[src/design/isf_pkg.sv]
// Shared types, constants and helpers of the impact and stillness fall detector.
`timescale 1ns / 1ps
`default_nettype none

package isf_pkg;

    // Accelerometer sample width and derived widths of the magnitude engine.
    localparam int SAMPLE_BITS = 16;
    localparam int AXIS_W      = SAMPLE_BITS;
    localparam int SUM_W       = 2 * SAMPLE_BITS;
    localparam int ROOT_W      = SUM_W / 2;
    localparam int MAG_W       = 16;
    localparam int MAG_MAX     = (1 << MAG_W) - 1;
    localparam int ROOT_ITERS  = SUM_W / 2;
    localparam int ITER_W      = $clog2(ROOT_ITERS);
    localparam int NUM_AXES    = 3;

    localparam int TIME_W = 32;
    localparam int CFG_W  = 16;
    localparam int IDX_W  = 2;
    localparam int CNT_W  = 16;

    typedef logic signed [AXIS_W-1:0] t_axis;
    typedef logic [AXIS_W-1:0]        t_axis_abs;
    typedef logic [MAG_W-1:0]         t_mag;

    // Command codes of an input item.
    localparam logic CMD_SAMPLE = 1'b0;
    localparam logic CMD_CLEAR  = 1'b1;

    // Configuration register indexes.
    localparam logic [IDX_W-1:0] REG_IMPACT_THR = 2'd0;
    localparam logic [IDX_W-1:0] REG_STILL_THR  = 2'd1;
    localparam logic [IDX_W-1:0] REG_STILL_TICKS = 2'd2;

    localparam logic [CFG_W-1:0] RST_IMPACT_THR  = 16'd5120;
    localparam logic [CFG_W-1:0] RST_STILL_THR   = 16'd2458;
    localparam logic [CFG_W-1:0] RST_STILL_TICKS = 16'd150;

    // Detector phase, also the mode field of a result.
    typedef enum logic [1:0] {
        PH_IDLE   = 2'd0,
        PH_IMPACT = 2'd1,
        PH_FALLEN = 2'd2
    } t_phase;

    // Item sequencer of the top level.
    typedef enum logic [1:0] {
        SEQ_IDLE,
        SEQ_MAG,
        SEQ_UPD
    } t_seq;

    // Magnitude engine sequencer.
    typedef enum logic [1:0] {
        MAG_IDLE,
        MAG_SQ,
        MAG_ROOT,
        MAG_DONE
    } t_mag_state;

    // Status returned by the magnitude engine.
    typedef struct packed {
        logic done;
        t_mag mag;
    } t_mag_status;

    function automatic t_axis_abs abs_axis(input t_axis a);
        t_axis_abs r;
        if (a[AXIS_W-1]) begin
            r = t_axis_abs'(-a);
        end else begin
            r = t_axis_abs'(a);
        end
        return r;
    endfunction

endpackage

`default_nettype wire

[src/design/isf_mag.sv]
// Magnitude engine: sum of squares on one shared multiplier, then a bit-pair square root.
`timescale 1ns / 1ps
`default_nettype none

module isf_mag (
    input  wire                  i_clk,
    input  wire                  i_rst_n,
    input  wire                  i_start,
    input  wire isf_pkg::t_axis  i_accel_x,
    input  wire isf_pkg::t_axis  i_accel_y,
    input  wire isf_pkg::t_axis  i_accel_z,
    output isf_pkg::t_mag_status o_status
);
    import isf_pkg::*;

    t_mag_state           r_state, n_state;
    logic [ITER_W-1:0]    r_cnt, n_cnt;
    t_axis_abs            r_abs [NUM_AXES];
    t_axis_abs            n_abs [NUM_AXES];
    logic [SUM_W-1:0]     r_prod, n_prod;
    logic [SUM_W-1:0]     r_acc, n_acc;
    logic [ROOT_W:0]      r_rem, n_rem;
    logic [ROOT_W-1:0]    r_root, n_root;

    t_axis_abs            sq_sel;
    logic [ROOT_W+2:0]    cand;
    logic [ROOT_W+2:0]    trial;

    always_ff @(posedge i_clk) begin
        if (!i_rst_n) begin
            r_state <= MAG_IDLE;
            r_cnt   <= '0;
        end else begin
            r_state <= n_state;
            r_cnt   <= n_cnt;
        end
    end

    always_ff @(posedge i_clk) begin
        r_abs  <= n_abs;
        r_prod <= n_prod;
        r_acc  <= n_acc;
        r_rem  <= n_rem;
        r_root <= n_root;
    end

    // Axis fed to the multiplier in the current squaring step.
    always_comb begin
        case (r_cnt[1:0])
            2'd0:    sq_sel = r_abs[0];
            2'd1:    sq_sel = r_abs[1];
            2'd2:    sq_sel = r_abs[2];
            default: sq_sel = '0;
        endcase
    end

    // One root digit per step: bring down the next two radicand bits.
    assign cand  = {r_rem, r_acc[SUM_W-1 -: 2]};
    assign trial = {1'b0, r_root, 2'b01};

    always_comb begin
        n_state = r_state;
        n_cnt   = r_cnt;
        n_abs   = r_abs;
        n_prod  = r_prod;
        n_acc   = r_acc;
        n_rem   = r_rem;
        n_root  = r_root;

        unique case (r_state)
            MAG_IDLE: begin
                if (i_start) begin
                    n_abs[0] = abs_axis(i_accel_x);
                    n_abs[1] = abs_axis(i_accel_y);
                    n_abs[2] = abs_axis(i_accel_z);
                    n_acc    = '0;
                    n_cnt    = '0;
                    n_state  = MAG_SQ;
                end
            end
            MAG_SQ: begin
                // Product of step k is added in step k + 1.
                n_prod = SUM_W'(sq_sel) * SUM_W'(sq_sel);
                if (r_cnt != '0) begin
                    n_acc = r_acc + r_prod;
                end
                if (r_cnt == ITER_W'(NUM_AXES)) begin
                    n_cnt   = '0;
                    n_rem   = '0;
                    n_root  = '0;
                    n_state = MAG_ROOT;
                end else begin
                    n_cnt = r_cnt + 1'b1;
                end
            end
            MAG_ROOT: begin
                n_acc = r_acc << 2;
                if (cand >= trial) begin
                    n_rem  = (ROOT_W + 1)'(cand - trial);
                    n_root = {r_root[ROOT_W-2:0], 1'b1};
                end else begin
                    n_rem  = cand[ROOT_W:0];
                    n_root = {r_root[ROOT_W-2:0], 1'b0};
                end
                if (r_cnt == ITER_W'(ROOT_ITERS - 1)) begin
                    n_state = MAG_DONE;
                end
                n_cnt = r_cnt + 1'b1;
            end
            MAG_DONE: begin
                n_state = MAG_IDLE;
            end
            default: begin
                n_state = MAG_IDLE;
            end
        endcase
    end

    // A root beyond the magnitude field saturates to its full scale.
    assign o_status.done = (r_state == MAG_DONE);
    assign o_status.mag  = (r_root > ROOT_W'(MAG_MAX)) ? '1 : MAG_W'(r_root);

endmodule

`default_nettype wire

[src/design/impact_stillness_fall_detector.sv]
// Top level of the impact and stillness fall detector.
`timescale 1ns / 1ps
`default_nettype none

// Channel   Direction  Handshake                    Payload
// input     in         i_in_valid / o_in_ready      i_cmd, i_accel_x/y/z, i_time_ms
// result    out        o_out_valid / i_out_ready    o_mode, o_fall_flag, o_magnitude,
//                                                   o_event_time, o_event_peak
// config    in         i_cfg_we (no wait)           i_cfg_idx, i_cfg_data
//
// A sample goes from its transfer to a valid result through squaring and summing on the single
// multiplier, sixteen iterations of the bit-pair square root, the engine's done state and the
// update state. A clear item skips the engine and goes straight to the update. The input is ready
// again in the cycle after the result is loaded, so an unread result only stalls the next one.
// Reset is synchronous and active low; it restores the configuration defaults and clears the
// detector state and the saved event.

module impact_stillness_fall_detector (
    input  wire                            i_clk,
    input  wire                            i_rst_n,
    // Input items
    input  wire                            i_in_valid,
    output logic                           o_in_ready,
    input  wire                            i_cmd,
    input  wire isf_pkg::t_axis            i_accel_x,
    input  wire isf_pkg::t_axis            i_accel_y,
    input  wire isf_pkg::t_axis            i_accel_z,
    input  wire  [isf_pkg::TIME_W-1:0]     i_time_ms,
    // Result items
    output logic                           o_out_valid,
    input  wire                            i_out_ready,
    output logic [1:0]                     o_mode,
    output logic                           o_fall_flag,
    output isf_pkg::t_mag                  o_magnitude,
    output logic [isf_pkg::TIME_W-1:0]     o_event_time,
    output isf_pkg::t_mag                  o_event_peak,
    // Configuration writes
    input  wire                            i_cfg_we,
    input  wire  [isf_pkg::IDX_W-1:0]      i_cfg_idx,
    input  wire  [isf_pkg::CFG_W-1:0]      i_cfg_data
);
    import isf_pkg::*;

    // Item sequencer and the captured item.
    t_seq               r_seq, n_seq;
    logic               r_cmd, n_cmd;
    logic [TIME_W-1:0]  r_time, n_time;
    t_mag               r_mag, n_mag;

    // Configuration registers.
    logic [CFG_W-1:0]   r_cfg_impact;
    logic [CFG_W-1:0]   r_cfg_still;
    logic [CFG_W-1:0]   r_cfg_ticks;

    // Detector state.
    t_phase             r_phase, n_phase;
    logic [CNT_W-1:0]   r_still_cnt, n_still_cnt;
    t_mag               r_peak, n_peak;
    logic [TIME_W-1:0]  r_imp_time, n_imp_time;
    logic               r_flag, n_flag;
    logic [TIME_W-1:0]  r_saved_time, n_saved_time;
    t_mag               r_saved_peak, n_saved_peak;

    // Output register.
    logic               r_out_valid, n_out_valid;
    t_phase             r_out_mode;
    logic               r_out_flag;
    t_mag               r_out_mag;
    logic [TIME_W-1:0]  r_out_time;
    t_mag               r_out_peak;

    logic               in_xfer;
    logic               mag_start;
    logic               ld;
    logic [CNT_W-1:0]   cnt_inc;
    t_mag               peak_upd;
    t_mag_status        mag_st;

    assign o_in_ready = (r_seq == SEQ_IDLE);
    assign in_xfer    = i_in_valid && o_in_ready;
    assign mag_start  = in_xfer && (i_cmd == CMD_SAMPLE);

    // The output register can take a new result when empty or being emptied.
    assign ld = (r_seq == SEQ_UPD) && (!r_out_valid || i_out_ready);

    isf_mag u_mag (
        .i_clk     (i_clk),
        .i_rst_n   (i_rst_n),
        .i_start   (mag_start),
        .i_accel_x (i_accel_x),
        .i_accel_y (i_accel_y),
        .i_accel_z (i_accel_z),
        .o_status  (mag_st)
    );

    // Configuration writes; an index past the last register is ignored.
    always_ff @(posedge i_clk) begin
        if (!i_rst_n) begin
            r_cfg_impact <= RST_IMPACT_THR;
            r_cfg_still  <= RST_STILL_THR;
            r_cfg_ticks  <= RST_STILL_TICKS;
        end else if (i_cfg_we) begin
            unique case (i_cfg_idx)
                REG_IMPACT_THR:  r_cfg_impact <= i_cfg_data;
                REG_STILL_THR:   r_cfg_still  <= i_cfg_data;
                REG_STILL_TICKS: r_cfg_ticks  <= i_cfg_data;
                default: begin
                end
            endcase
        end
    end

    always_ff @(posedge i_clk) begin
        if (!i_rst_n) begin
            r_seq        <= SEQ_IDLE;
            r_out_valid  <= 1'b0;
            r_phase      <= PH_IDLE;
            r_still_cnt  <= '0;
            r_peak       <= '0;
            r_imp_time   <= '0;
            r_flag       <= 1'b0;
            r_saved_time <= '0;
            r_saved_peak <= '0;
        end else begin
            r_seq        <= n_seq;
            r_out_valid  <= n_out_valid;
            r_phase      <= n_phase;
            r_still_cnt  <= n_still_cnt;
            r_peak       <= n_peak;
            r_imp_time   <= n_imp_time;
            r_flag       <= n_flag;
            r_saved_time <= n_saved_time;
            r_saved_peak <= n_saved_peak;
        end
    end

    always_ff @(posedge i_clk) begin
        r_cmd  <= n_cmd;
        r_time <= n_time;
        r_mag  <= n_mag;
        if (ld) begin
            r_out_mode <= n_phase;
            r_out_flag <= n_flag;
            r_out_mag  <= r_mag;
            r_out_time <= n_saved_time;
            r_out_peak <= n_saved_peak;
        end
    end

    // The still counter saturates at its full scale.
    assign cnt_inc  = (r_still_cnt == '1) ? r_still_cnt : r_still_cnt + 1'b1;
    assign peak_upd = (r_mag > r_peak) ? r_mag : r_peak;

    // Sequencer and the detector update, committed when the result is loaded.
    always_comb begin
        n_seq        = r_seq;
        n_cmd        = r_cmd;
        n_time       = r_time;
        n_mag        = r_mag;
        n_out_valid  = r_out_valid && !i_out_ready;
        n_phase      = r_phase;
        n_still_cnt  = r_still_cnt;
        n_peak       = r_peak;
        n_imp_time   = r_imp_time;
        n_flag       = r_flag;
        n_saved_time = r_saved_time;
        n_saved_peak = r_saved_peak;

        unique case (r_seq)
            SEQ_IDLE: begin
                if (in_xfer) begin
                    n_cmd  = i_cmd;
                    n_time = i_time_ms;
                    if (i_cmd == CMD_CLEAR) begin
                        // A clear reports a zero magnitude and skips the engine.
                        n_mag = '0;
                        n_seq = SEQ_UPD;
                    end else begin
                        n_seq = SEQ_MAG;
                    end
                end
            end
            SEQ_MAG: begin
                if (mag_st.done) begin
                    n_mag = mag_st.mag;
                    n_seq = SEQ_UPD;
                end
            end
            SEQ_UPD: begin
                if (ld) begin
                    n_out_valid = 1'b1;
                    n_seq       = SEQ_IDLE;
                    if (r_cmd == CMD_CLEAR) begin
                        n_phase     = PH_IDLE;
                        n_flag      = 1'b0;
                        n_still_cnt = '0;
                        n_peak      = '0;
                    end else begin
                        unique case (r_phase)
                            PH_IDLE: begin
                                if (r_mag > r_cfg_impact) begin
                                    n_phase     = PH_IMPACT;
                                    n_still_cnt = '0;
                                    n_peak      = r_mag;
                                    n_imp_time  = r_time;
                                end
                            end
                            PH_IMPACT: begin
                                n_peak = peak_upd;
                                if (r_mag > r_cfg_still) begin
                                    // Renewed motion cancels the detection.
                                    n_phase = PH_IDLE;
                                end else begin
                                    n_still_cnt = cnt_inc;
                                    if (cnt_inc >= r_cfg_ticks) begin
                                        n_phase      = PH_FALLEN;
                                        n_flag       = 1'b1;
                                        n_saved_time = r_imp_time;
                                        n_saved_peak = peak_upd;
                                    end
                                end
                            end
                            // While fallen, samples change nothing until a clear.
                            default: begin
                            end
                        endcase
                    end
                end
            end
            default: begin
                n_seq = SEQ_IDLE;
            end
        endcase
    end

    assign o_out_valid  = r_out_valid;
    assign o_mode       = r_out_mode;
    assign o_fall_flag  = r_out_flag;
    assign o_magnitude  = r_out_mag;
    assign o_event_time = r_out_time;
    assign o_event_peak = r_out_peak;

    // The flag is set exactly while a confirmed fall is held.
    a_flag_phase: assert property (@(posedge i_clk) disable iff (!i_rst_n)
        r_flag == (r_phase == PH_FALLEN))
        else $error("fall flag and phase disagree");

    // The magnitude engine only finishes while the sequencer waits for it.
    a_done_when_waiting: assert property (@(posedge i_clk) disable iff (!i_rst_n)
        mag_st.done |-> r_seq == SEQ_MAG)
        else $error("magnitude finished outside of its wait state");

    // A clear result reports idle, no flag and a zero magnitude.
    a_clear_result: assert property (@(posedge i_clk) disable iff (!i_rst_n)
        (ld && r_cmd == CMD_CLEAR) |=>
            (o_out_valid && o_mode == PH_IDLE && !o_fall_flag && o_magnitude == '0))
        else $error("clear item produced a wrong result");

    // No new item enters while a result is still being formed.
    a_no_accept_busy: assert property (@(posedge i_clk) disable iff (!i_rst_n)
        (r_seq == SEQ_MAG || r_seq == SEQ_UPD) |-> !o_in_ready)
        else $error("input ready while an item is in work");

endmodule

`default_nettype wire
[config.mk]
export PLATFORM = sky130hd
export DESIGN_NAME = impact_stillness_fall_detector
export DESIGN_NICKNAME = d
export VERILOG_FILES = /design/src/design/isf_pkg.sv /design/src/design/isf_mag.sv /design/src/design/impact_stillness_fall_detector.sv
export SDC_FILE = /design/constraint.sdc
export NUM_CORES = 1
export LEC_CHECK = 0
export BUFFER_PORTS_ARGS = -buffer_cell sky130_fd_sc_hd__buf_2
export CAP_MARGIN = 20
export CORE_MARGIN = 1
export CORE_UTILIZATION = 62
export DETAILED_ROUTE_END_ITERATION = 8
export PLACE_DENSITY = 0.92
export SLEW_MARGIN = 0
export SYNTH_ARGS = -nofsm -noshare
export SYNTH_HDL_FRONTEND = slang
export SYNTH_SLANG_ARGS = --single-unit
[constraint.sdc]
create_clock -name i_clk -period 8.39 [get_ports i_clk]
set_input_delay 0.839 -clock i_clk [delete_from_list [all_inputs] [get_ports i_clk]]
set_output_delay 0.839 -clock i_clk [all_outputs]
set_load 0.02 [all_outputs]
* After elaboration in Yosys (flattened, before gate mapping)
Index checks and enable logic that the tools add are counted.
** Storage, ports and cells
- Logic and storage cells :: 168
- Output and inout port bits :: 69
- Flip-flop bits (word level) :: 433
- Input port bits :: 104
** Operators by class
- Mux-type cells :: 66
- $add $sub $neg :: 7
- Order comparisons :: 6
- Bitwise gates (word level) :: 2
- $mul :: 1
- Reduce and logical (&&, ||, !) cells :: 31
- Eq/ne operators :: 23
** Operator list (count)
- 16-bit 2-to-1 mux :: 18
- 32-bit 2-to-1 mux :: 8
- 16-bit case mux with 2 select lines :: 4
- 32-bit case mux with 3 select lines :: 1
- 16-bit > comparator :: 3
- 16-bit negator :: 3
- 16-bit case mux with 3 select lines :: 1
- 15-bit 2-to-1 mux :: 3
- 17-bit 2-to-1 mux :: 2
- 17-bit case mux with 2 select lines :: 1
- 32-bit adder :: 1
- 16-bit by 16-bit multiplier with 32-bit output :: 1
- 2-bit 2-to-1 mux :: 13
- 19-bit by 18-bit greater-or-equal comparator with 1-bit output :: 1
- 17-bit subtractor :: 1
- 16-bit by 1-bit adder with 16-bit output (second input constant) :: 1
- 16-bit equality test (second input constant) :: 1
- 16-bit greater-or-equal comparator :: 1
- 16-bit > comparator (second input constant) :: 1
- 2-bit AND reduction :: 7
- 4-bit case mux with 3 select lines :: 1
- 2-bit by 1-bit equality test with 1-bit output (second input constant) :: 5
- 2-bit equality test (second input constant) :: 5
- 2-bit zero test :: 5
- other kinds (21) :: 48

* Depth between registers and ports, before layout
- Depth in word-level cells :: 9
- Gate-level depth with buffers :: 31

* Modules after synthesis
A second synthesis with hierarchy kept.
** Second synthesis, totals
- Cells, all modules :: 2873
- Area, all modules :: 28493.6 um2
** Modules (own cells, without submodules)
- isf_mag :: cells an instance 1712, sequential area each 4444.3 um2, times used 1, area an instance 16430.8 um2
- impact_stillness_fall_detector :: cells an instance 1161, sequential area each 6806.5 um2, times used 1, area an instance 12062.8 um2

* Worst setup path before layout
No wires, ideal clock.
- Path kind :: register to register
- Start point :: reg u_mag.r_cnt[0]
- End point :: reg u_mag.r_prod[29], data pin
- Library setup time :: 262 ps
- Period minus slack after synthesis :: 7574 ps
- Data required time :: 8128 ps
- Arrival time :: 7311 ps
- Cell stages (with the launch flop) :: 29
- Path slack :: 816 ps
- Cells stage by stage :: dfxtp_1 > inv_1 > ha_1 > clkbuf_1 > clkbuf_1 > a22oi_1 > and2_1 > clkbuf_1 > nor2_1 > nand2_1 > fa_1 > inv_1 > fa_1 > fa_1 > fa_1 > fa_1 > inv_1 > fa_1 > inv_1 > ha_1 > a21o_1 > a221oi_2 > a21boi_1 > a21oi_1 > a2111oi_2 > o21bai_1 > a221oi_2 > o21bai_1 > xor2_1
** Between the ends
- Longest elaborated chain between the ends :: 3
- Elaborated cells between the ends (all ways) :: 5
** Ends and longest elaborated chain
- start: declaration :: line isf_mag.sv:17 : logic [ITER_W-1:0] r_cnt, n_cnt;
- start signal: assignment :: line isf_mag.sv:35 : r_cnt <= n_cnt;
- 2-bit equality test (tied with other cells) :: line isf_mag.sv:49 : case (r_cnt[1:0])
- 16-bit case mux with 3 select lines (*) :: line isf_mag.sv:49
- 16-bit by 16-bit multiplier with 32-bit output (*) :: line isf_mag.sv:83 : n_prod = SUM_W'(sq_sel) * SUM_W'(sq_sel);
- end signal: assignment :: line isf_mag.sv:41 : r_prod <= n_prod;
- end: declaration :: line isf_mag.sv:20 : logic [SUM_W-1:0] r_prod, n_prod;
Every way passes the cells marked *; elsewhere a longest branch is shown, timed or not.
A chain may end at the register's enable or synchronous reset.

* Worst setup path in the final report
- Start point :: reg u_mag.r_cnt[1]
- End point :: reg u_mag.r_prod[29], data pin
The elaborated chain is that of the path after synthesis.

==> results_dict.tcl <==
set metrics [dict create \
    ys_warn_count 0 \
    final_util_pct 69.7 \
    r2r-end "u_mag.r_prod[29]" \
    die_h_um 214 \
    cts_tree "done" \
    fp-row-count 77 \
    track_usage_pct 30.6 \
    avgSynthCellArea_um2 10.1 \
    worst-path-buf-inv 6 \
    antenna_found_initial 0 \
    min_period_ns 7.95 \
    worstSetupPathType "reg2reg" \
    syn_to_final_growth_pct 10.9 \
    chipWidth_um 214 \
    synth_seq_cells 432 \
    synth_edf_count 260 \
    ff2ff_path_depth 27 \
    whs_path_depth 1 \
    core_area_um2 44300 \
    fin_cells 3533 \
    fill_cells 3008 \
    synth_area_um2 27900 \
    cts_buffers 45 \
    critPathMostFrequentCell "fa_1" \
    synth-seq-area-share_pct 40.4 \
    grtUsageMet1_pct 36.7 \
    min_from "i_time_ms[31]" \
    dp_cells 3448 \
    final_net_count 3393 \
    drv_slew 0 \
    synth-main-ff-cell "edfxtp_1" \
    routed_wl_um 70600 \
    hold_viol_final 0 \
    grt_remaining_overflow 0 \
    drtPass1Iterations 8 \
    antenna_left 0 \
    rsz0062_at_grt "no" \
    die_area_um2 45800 \
    setup_viol 0 \
    clockBufferDepth 3 \
    holdWs_ns 0.428 \
    relSlewSlack_pct 21.8 \
    start_util_pct 62.9 \
    max_freq_mhz 126 \
    vias 21231 \
    avgRoutedWirePerCell_um 20.0 \
    drc 0 \
    ys_async_sr_fraction_pct 0 \
    period_share_pct 94.7 \
    regToRegSetupSlack_ns 0.44 \
    gp_congestion 0.948 \
    outcome "completed" \
    crit_fanout 16 \
    slowest_stage "fa_1" \
    critPathRequiredTime_ns 8.72 \
    clkTransAtPathRegs_ns 0.06 \
    use_met3_pct 4.69 \
    cts_sinks 432 \
    tightest_slew_ns 1.17 \
    drive_gt1_share_pct 12.3 \
    io_buffer_count 172 \
    vias_per_cell 6.01 \
    cts_max_level 2 \
    critPathTopFamily "adder cells" \
    cts.hold.buffers_added 0 \
    setup_tns_ns 0 \
    grt.met2_usage_pct 54.7 \
    cap_viol_max_count 0 \
    dp_hpwl_um 50900 \
    grt_max_degree 93 \
    root_buffer "clkbuf_16" \
    synth_cell_types 82 \
    max_stage_delay_ns 0.53 \
    hold_class "in2reg" \
    drtIter0Drc 2110 \
    grt_first_pass_wirelength_um 112000 \
    start_kind "flop" \
    grt_pass1_vias 21907 \
    postSynthCellCount 2746 \
    antenna_cells 0 \
    io_pins 173 \
    synth_nets 3234 \
    clock_skew_ns 0.0316 \
    arrival_ns 8.28 \
    r2r-start "u_mag.r_cnt[1]" \
    grt.busiest_layer "met2" \
    insertion_delay_ns 0.59 \
    holdPathEnd "r_time[31]" \
    endpoint_kind "flop" \
]
-- flip-flops by register name (all words and copies together), names as in the netlist, 16 cells and up --
| signal | flops |
|---|---|
| u_mag.r_abs | 48 |
| o_event_time | 32 |
| r_imp_time | 32 |
| r_saved_time | 32 |
| r_time | 32 |
| u_mag.r_acc | 32 |
| u_mag.r_prod | 31 |
| u_mag.r_rem | 17 |
| o_event_peak | 16 |
| o_magnitude | 16 |
| r_cfg_impact | 16 |
| r_cfg_still | 16 |
| r_cfg_ticks | 16 |
| r_mag | 16 |
| r_peak | 16 |
| r_saved_peak | 16 |
| r_still_cnt | 16 |
| u_mag.r_root | 16 |
-- cells in the final DEF, fill, tap and decap left out, types with 11 or more instances in the layout --
cell       count
mux2_4        16
nand3_1       23
clkbuf_1      13
nor3_1        35
dfxtp_1      172
nor2b_1       27
buf_2        172
clkbuf_16     46
o211ai_1      15
nor2_1       180
a211oi_1      12
a21oi_1      164
and3_1        13
and2_1        67
fa_1         163
xnor2_1       85
nand2b_1      24
mux2_2        21
buf_4         23
o21ai_0       73
a21o_1        72
nand4_1       22
or2_2         17
o41ai_1       11
a31oi_1       14
edfxtp_1     260
o31ai_1       11
inv_1        354
ha_1         217
mux2i_1       27
a22oi_1       26
o21bai_1      11
xor2_1        36
a22o_1        16
nand2_1      337
or3_1         18
-- cell usage after synthesis, drive strengths merged (6+ instances only) --
cell type	count	share of area (%)
and2	69	1.5
nand3	23	0.41
nand4	23	0.54
buf	20	0.46
ha	221	9.9
edfxtp	260	28
nor4	6	0.16
o21ai	76	1.4
xor2	36	1.1
or2	18	0.40
or3	18	0.40
dfxtp	172	12
a21oi	164	2.9
and3	13	0.29
clkbuf	66	0.89
nor2b	27	0.61
inv	356	4.8
a31oi	14	0.31
o31ai	12	0.34
nor2	182	2.5
nor3	35	0.63
mux2i	27	0.97
a211oi	21	0.73
o211ai	15	0.40
nand2	337	4.5
a21boi	7	0.19
o31a	7	0.22
a21o	72	1.9
o41ai	11	0.35
o21a	9	0.24
o21bai	11	0.30
fa	163	12
xnor2	85	2.7
a22oi	26	0.70
nand2b	24	0.54
mux2	37	1.7
a22o	16	0.50
-- how the worst max path moves through the flow --
stage / from / endpoint / slack, ns / depth (start not counted)
2_1_floorplan: u_mag.r_cnt[0] / u_mag.r_prod[29] / 0.82 / 28
3_3_place_gp: u_mag.r_cnt[0] / u_mag.r_prod[29] / 0.57 / 27
3_5_place_dp: u_mag.r_cnt[0] / u_mag.r_prod[29] / 0.27 / 27
4_1_cts: u_mag.r_cnt[0] / u_mag.r_prod[29] / 0.25 / 27
5_1_grt: u_mag.r_cnt[0] / u_mag.r_prod[29] / 0.06 / 27
6_report: u_mag.r_cnt[1] / u_mag.r_prod[29] / 0.44 / 27
-- worst reg2reg max path, stage by stage, from the launching register on --
cell and delay (ns):
dfxtp_1 0.35, inv_1 0.13, ha_2 0.39, a22oi_1 0.15, and2_1 0.22, nor2_1 0.26
clkinv_1 0.32, nor2_1 0.31, fa_1 0.49, fa_1 0.52, inv_1 0.05, fa_1 0.48
inv_1 0.06, fa_1 0.44, fa_1 0.51, inv_1 0.05, fa_1 0.53, inv_1 0.05
ha_1 0.37, a21o_1 0.21, a221oi_2 0.29, a21boi_1 0.23, a21oi_1 0.10, a2111oi_2 0.39
o21bai_1 0.21, a221oi_2 0.32, o21bai_1 0.12, xor2_1 0.15
-- per-stage QoR --
step | instance area, um^2 | setup WS (ns)
floorplan | 27900 | 0.816
global placement | 29300 | 0.572
detailed placement | 29300 | 0.272
finish | 30900 | 0.442
global route | 30900 | 0.0604
CTS | 30800 | 0.246
-- logic make-up (layout without fill, tap and decap cells) --
| logic type | count (synthesis) | after routing | synth area share (%) |
|---|---|---|---|
| AO/OA/AOI/OAI | 503 | 503 | 12.2 |
| XOR/XNOR | 121 | 121 | 3.80 |
| adder cells (fa/ha/maj) | 384 | 384 | 21.6 |
| buffers and inverters | 445 | 640 | 6.18 |
| flip-flops | 432 | 432 | 40.4 |
| multiplexers | 64 | 64 | 2.68 |
| AND/OR/NAND/NOR | 797 | 797 | 13.2 |
-- what timing repair did --
item	CTS	global route
hold endpoints to repair	0	0
resized for setup	0	5
endpoints found under the setup margin	0	5
buffers inserted	0	0
-- metal layers --
layer,routed length (um),vias to the layer above
met3,5060,218
li1,-,9663
met4,2720,0
met5,0,-
met1,27200,10289
met2,35600,1061
-- area by class of cell --
cell class	instances	area (um^2)	area share, %
Inverter	359	1350	4.37
Multi-Input combinational cell	1869	15000	48.5
Tap cell	592	741	2.40
Clock inverter	19	229	0.741
Sequential cell	432	11300	36.4
Clock buffer	64	1270	4.11
Timing Repair Buffer	198	1080	3.51
Power is left out: the tool's default activity adds up to more than one toggle a clock period on the data nets, which glitch-free logic cannot reach.
